`config.mk`:
```
export PLATFORM = sky130hd
export DESIGN_NAME = srti_cell
export DESIGN_NICKNAME = d
export VERILOG_FILES = /design/src/hdl/srti_pkg.sv /design/src/hdl/srti_cell.sv
export SDC_FILE = /design/constraint.sdc
export NUM_CORES = 1
export LEC_CHECK = 0
export BUFFER_PORTS_ARGS = -buffer_cell sky130_fd_sc_hd__buf_2
export CAP_MARGIN = 5
export CORE_MARGIN = 3
export CORE_UTILIZATION = 46
export DETAILED_ROUTE_END_ITERATION = 12
export PLACE_DENSITY = 0.91
export SYNTH_ARGS = -nofsm -noshare
export SYNTH_HDL_FRONTEND = slang
export SYNTH_SLANG_ARGS = --single-unit
```
`constraint.sdc`:
```
create_clock -name aclk -period 8.5 [get_ports aclk]
set_input_delay 1.275 -clock aclk [delete_from_list [all_inputs] [get_ports aclk]]
set_output_delay 1.275 -clock aclk [all_outputs]
set_load 0.01 [all_outputs]
```
`src/hdl/srti_pkg.sv`:
```
// Shared types and codes for the sorted region table.
`default_nettype none

package srti_pkg;

    localparam int CHROM_W = 8;
    localparam int POS_W   = 32;
    localparam int KEY_W   = CHROM_W + POS_W;
    localparam int SLOT_W  = 8;
    localparam int HELD_W  = 9;
    localparam int STAT_W  = 2;

    localparam logic CMD_INSERT = 1'b0;
    localparam logic CMD_READ   = 1'b1;

    localparam logic [STAT_W-1:0] ST_OK    = 2'd0;
    localparam logic [STAT_W-1:0] ST_FULL  = 2'd1;
    localparam logic [STAT_W-1:0] ST_RANGE = 2'd2;

    typedef struct packed {
        logic [CHROM_W-1:0] chrom;
        logic [POS_W-1:0]   start;
        logic [POS_W-1:0]   stop;
    } entry_t;

    // Per-cell control driven by the table controller.
    typedef struct packed {
        logic valid;    // cell holds an entry
        logic is_end;   // cell is the first free slot
        logic is_last;  // cell holds the last entry
        logic wr;       // insert is being applied this cycle
        logic append;   // insert goes to the end of the table
    } cell_ctrl_t;

    // Per-cell status returned to the controller.
    typedef struct packed {
        logic ge;       // stored key not below the new key, or cell empty
        logic take;     // cell loads the new entry
        logic last_gt;  // last entry has a key above the new key
    } cell_stat_t;

endpackage

`default_nettype wire

```
`src/hdl/srti_cell.sv`:
```
// One slot of the sorted region table: compare, hold and shift.
`default_nettype none

module srti_cell (
    input  wire                       aclk,
    input  wire srti_pkg::cell_ctrl_t ctrl,
    input  wire srti_pkg::entry_t     new_entry,
    input  wire srti_pkg::entry_t     prev_entry,
    input  wire                       prev_ge,
    output srti_pkg::entry_t          entry,
    output srti_pkg::cell_stat_t      stat
);
    import srti_pkg::*;

    entry_t           entry_reg;
    logic [KEY_W-1:0] own_key;
    logic [KEY_W-1:0] new_key;
    logic             lt;
    logic             gt;
    logic             shift;

    assign own_key = {entry_reg.chrom, entry_reg.start};
    assign new_key = {new_entry.chrom, new_entry.start};
    assign lt      = own_key < new_key;
    assign gt      = own_key > new_key;

    assign stat.ge      = !ctrl.valid || !lt;
    assign stat.last_gt = ctrl.is_last && gt;
    assign stat.take    = ctrl.wr && (ctrl.append ? ctrl.is_end : (stat.ge && !prev_ge));
    // Everything past the insert point moves up one slot.
    assign shift        = ctrl.wr && !ctrl.append && prev_ge;

    always_ff @(posedge aclk) begin
        if (stat.take) begin
            entry_reg <= new_entry;
        end else if (shift) begin
            entry_reg <= prev_entry;
        end
    end

    assign entry = entry_reg;

endmodule

`default_nettype wire

```
# [Yosys cells after proc, flatten, opt, wreduce, memory -nomap -nowiden]
# Index checks and enable logic that the tools add are counted.
[totals] reg_bits=72 in_bits=151
[op_classes] magnitude_cmp=2 muxes=3 reduce_logical=11
[ops] cell="$mux 72" count=2
[ops] cell="$gt 40x40->1" count=1
[ops] cell="$lt 40x40->1" count=1
[ops] cell="$logic_and 1x1->1" count=5
[ops] cell="$logic_not 1->1" count=4
[ops] cell="$reduce_bool 2->1" count=1
[ops] cell="$logic_or 1x1->1" count=1
[ops] cell="$mux 1" count=1

# [Logic depth before layout (Yosys ltp)]
[logic_depth] depth_word=7 mapped_depth=11

# [Least setup slack after synthesis]
# OpenSTA, ideal clock, no wires.
[synth_path] kind="input port to flip-flop" start="input port new_entry[70] in the netlist's numbering" end="register entry_reg (netlist bit entry[0]) (enable)" arrival_ps=6376 setup_slack_ps=1579 path_stages=7 n_path_buf=0 cell_sequence="inv_1 > ha_1 > nand4_1 > nor4_4 > nand2_1 > o21bai_1 > a31oi_1"
[synth_between] elab_chain_len=7
[synth_rtl] element="from (decl)" line="srti_cell.sv:7" text="input wire srti_pkg::entry_t new_entry,"
[synth_rtl] element="$lt 40x40->1" line="srti_cell.sv:24" text="assign lt = own_key < new_key;"
[synth_rtl] element="$logic_not 1->1" line="srti_cell.sv:27" text="assign stat.ge = !ctrl.valid || !lt;"
[synth_rtl] element="$logic_or 1x1->1" line="srti_cell.sv:27"
[synth_rtl] element="$logic_and 1x1->1" line="srti_cell.sv:29" text="assign stat.take = ctrl.wr && (ctrl.append ? ctrl.is_end : (stat.ge && !prev_ge));"
[synth_rtl] element="$mux 1" line="srti_cell.sv:29"
[synth_rtl] element="$logic_and 1x1->1" line="srti_cell.sv:29"
[synth_rtl] element="$reduce_bool 2->1 (no source line)"
[synth_rtl] element="to (signal assigned)" line="srti_cell.sv:35" text="entry_reg <= new_entry;"
[synth_rtl] element="to (signal assigned)" line="srti_cell.sv:37" text="entry_reg <= prev_entry;"
[synth_rtl] element="to (decl)" line="srti_cell.sv:15" text="entry_t entry_reg;"
# No other way between the ends.
# A chain may end at the register's enable or synchronous reset.

==> impl_summary.txt <==
----------------------------------------------------
[Power and ir drop]
  VDD IR-drop max ... around 91 uV
  Ratio of total power to cell area ... 160 nW/um2
  Lkg Pwr ... 0.00302 uW

[Timing]
  Slew of the pin with the lowest slew margin ... 0.953 ns
  Setup slack after layout ... around 3.5 ns
  Pins over their slew limit ... 0
  Final total negative setup slack ... 0 ns
  Setup repair after global routing missed its margin ... no
  Relative slew slack ... between 30% and 40%
  Portion of the clock cycle consumed by the worst path in the final layout ... approximately 60%
  Top achievable clock speed ... 0.199 GHz
  Minimum period implied by the final worst setup slack ... 5.02 ns
  Final-report hold violation count ... 0
  Endpoints failing setup ... 0
  Maximum clock skew at final layout ... 0.0139 ns

[Floorplanning]
  DIE HEIGHT ... 104 um
  Die span in x ... 104 um
  Initial cell density of the core ... about 47%
  Total Die Area ... 10800 um2
  Core box area ... 9280 um2
  Ports ... about 230
  Number of placement rows ... 35

[GRT]
  Antenna violations before repair ... 0
  Total Routing Usage GR ... 19.8%
  First-pass GRT wire length ... 17100 um
  Via count of the first global-routing pass ... 3550
  Leftover overflow at the end of global routing ... 0
  Maximum number of pins on one net before global-route repair ... 73

[Synth]
  Simple-gate portion of the synthesized area ... 4.21%
  Post-synthesis adder-cell area fraction ... 11.4%
  Instance count of the mapped netlist ... 307
  Area fraction of the dominant cell type after synthesis ... 49.1%
  Synth Area in Compound Gates ... 5.40%
  Synthesized net count ... 498
  Predominant post-synthesis flop cell ... sky130_fd_sc_hd__edfxtp_1
  Cell taking the most area after synthesis ... sky130_fd_sc_hd__edfxtp_1
  Distinct cell type count of the synthesized netlist ... 30
  Post-synthesis instance area ... ~4400 um2
  Number of warnings issued by yosys ... 0
  Total of flip-flops plus latches after synthesis ... 72
  Async S/R FF share, synth ... 0%
  Dominant cells by area after synthesis ... sky130_fd_sc_hd__edfxtp_1 (49%), sky130_fd_sc_hd__mux2_4 (24%), sky130_fd_sc_hd__ha_1 (11%), sky130_fd_sc_hd__inv_1 (3.8%), sky130_fd_sc_hd__buf_6 (1.8%)
  EDFF count, synth ... slightly above 70
  Dominant combinational cell family by area after synthesis ... multiplexers
  Mux contribution to synthesized area ... between 20% and 30%
  Share of the synthesized netlist area taken by xor and xnor gates ... 0%
  Mean instance size in the synthesized netlist ... 14.3 um2
  Fraction of the yosys area taken by sequential cells ... 49.1%

[Clocking]
  Hold buffers post-CTS ... 0
  Total of cells resized after clock tree synthesis ... 0
  Clock tree sinks ... slightly above 70
  Clock transition at the register clock pins on the worst setup and hold paths after CTS ... 0.08 ns
  TritonCTS clock tree ... built
  Buffers from clock root to sink, at most ... 2
  Number of levels in the clock H-tree ... 3
  Number of buffers created by CTS ... 9
  Clock root buffer ... sky130_fd_sc_hd__clkbuf_8
  Source-to-sink clock delay at the later pin of the worst-skew pair ... 0.33 ns
  Post-CTS setup buffer count ... 0

[Routing]
  DR vias ... about 3300
  Wirelength per Cell ... 16.1 um
  First-pass DRT Iterations ... 4
  Vias per cell ... slightly below 5
  First-iteration detailed-routing DRC count ... 115
  Final Routed Wirelength ... about 11000 um
  Number of remaining DRC errors ... 0
  DRT antenna net count ... 0

[Layout]
  Syn-to-layout area delta ... 33.1%
  Non-filler instance count after layout ... about 670
  Nets@finish ... between 700 and 800
  Most frequent cells in the layout ... sky130_fd_sc_hd__buf_2 (225), sky130_fd_sc_hd__edfxtp_1 (72), sky130_fd_sc_hd__mux2_4 (69), sky130_fd_sc_hd__inv_1 (44), sky130_fd_sc_hd__ha_1 (40)
  Fillers ... 743
  Total area of multi-input combinational cells ... 2010 um2
  Finished Core Util ... a little over three fifths
  Most common cell after layout, fill and taps aside ... sky130_fd_sc_hd__buf_2
  Area occupied by registers ... roughly 2200 um2
  Ant diodes ... 0
  Final instance area ... 5850 um2
  Share of cells above drive strength 1 ... 58.5%
  Max reg flops ... 72

[Hold path]
  Hold Path Sink ... entry[53]
  Classification of the worst-slack hold path ... in -> reg
  HP Start ... prev_entry[53]
  WHS Path Cells ... 2

[Setup path]
  Largest driver fanout on the critical path ... 33
  Startpoint kind of the worst setup timing path ... input port
  Worst R2R Setup Slack ... 4.56 ns
  Worst path bufs/invs ... 5
  Slowest stage cell, crit path ... sky130_fd_sc_hd__buf_4
  Cells traversed along the worst timing path ... buf_2 > inv_1 > ha_1 > a211oi_1 > nor2_1 > a211oi_1 > o21ai_1 > a211oi_2 > nand2_2 > a31oi_4 > buf_4 > inv_1 > buf_2
  Crit path largest cell delay ... between 0.4 and 0.5 ns
  Category of the critical setup timing path ... in -> out
  Critical path data arrival time ... around 3.8 ns
  Endpoint type of the worst setup path ... primary output
  Required arrival time at the worst endpoint ... 7.22 ns
  Number of cells traversed by the worst register-to-register path ... 11
  Worst reg2reg path startpoint ... entry[53]
  Category of cells accounting for the largest share of critical-path delay ... compound AO/OA/AOI/OAI gates
  Worst reg2reg path endpoint ... entry[0]

[Status]
  Run status ... completed

[Placed design]
  Count of buffers from port buffering ... 225
  Placed Instance Area ... between 5000 and 6000 um2
  Half-perimeter wire length after detailed placement ... 8690 um
  Pre-CTS worst setup slack ... 3.46 ns
  Placed cell count ... ~660
  Routability Congestion ... 0.793

[Run]
  Reported max-cap violation count ... 0

----------------------------------------------------
cell type report:
| cell class | instances | area share, % |
|---|---|---|
| Clock buffer | 9 | 2.12 |
| Inverter | 44 | 2.82 |
| Multi-Input combinational cell | 184 | 34.3 |
| Tap cell | 129 | 2.76 |
| Sequential cell | 72 | 36.9 |
| Timing Repair Buffer | 228 | 19.6 |
| Clock inverter | 7 | 1.45 |
how the worst max path moves through the flow:
stage,start,endpoint,slack (ns),depth (start not counted)
floorplan,new_entry[70],entry[0],1.58,7
global route,new_entry[53],stat[1],3.25,13
global placement,new_entry[53],stat[1],3.52,13
CTS,new_entry[53],stat[1],3.44,13
finish,new_entry[53],stat[1],3.48,13
detailed placement,new_entry[53],stat[1],3.46,13
report_power, final:
group | leakage, uW | total, uW | internal [uW] | switching [uW]
Sequential | 0.000687 | 436 | 425 | 11.1
Clock | 0.000106 | 291 | 163 | 128
Combinational | 0.00223 | 208 | 110 | 97.6
Yosys cell counts (2+ instances only):
cell	n
sky130_fd_sc_hd__mux2_4	69
sky130_fd_sc_hd__o21ai_0	7
sky130_fd_sc_hd__inv_1	44
sky130_fd_sc_hd__nand3_1	2
sky130_fd_sc_hd__edfxtp_1	72
sky130_fd_sc_hd__a21oi_1	15
sky130_fd_sc_hd__nand4_1	6
sky130_fd_sc_hd__buf_6	7
sky130_fd_sc_hd__mux2_2	3
sky130_fd_sc_hd__nor2_1	7
sky130_fd_sc_hd__and3_1	2
sky130_fd_sc_hd__nand2_1	12
sky130_fd_sc_hd__ha_1	40
sky130_fd_sc_hd__a211oi_1	5
metal layers:
layer	share of wire [%]	routed length (um)	vias to the layer above	track usage [%]
met5	0	0	-	0
met4	0.62	67	0	4.27
met3	6.6	711	4	5.61
met2	54	5850	136	37.5
met1	39	4190	1587	21.9
li1	-	-	1594	-
worst register-to-register path, stage by stage (launching register included):
cell and delay, ns:
sky130_fd_sc_hd__edfxtp_1 0.41, sky130_fd_sc_hd__ha_1 0.31, sky130_fd_sc_hd__a211oi_1 0.25, sky130_fd_sc_hd__nor2_1 0.08, sky130_fd_sc_hd__a211oi_1 0.22, sky130_fd_sc_hd__o21ai_1 0.13, sky130_fd_sc_hd__a211oi_2 0.34, sky130_fd_sc_hd__nand2_2 0.12
sky130_fd_sc_hd__a31oi_4 0.17, sky130_fd_sc_hd__buf_4 0.49, sky130_fd_sc_hd__buf_4 0.74, sky130_fd_sc_hd__mux2_2 0.44
stage by stage:
step	power [uW]	hold slack (ns)
after floorplan	572	1.32
after global placement	642	1.58
after detailed placement	654	1.58
after CTS	943	1.22
after global routing	984	1.21
final	935	1.24
cells by family after synthesis:
family / count (synthesis)
multiplexers: 72
flip-flops: 72
buffers and inverters: 51
adder cells (fa/ha/maj): 40
AO/OA/AOI/OAI: 37
AND/OR/NAND/NOR: 35
Note: power is estimated with default switching activity, not from simulation.
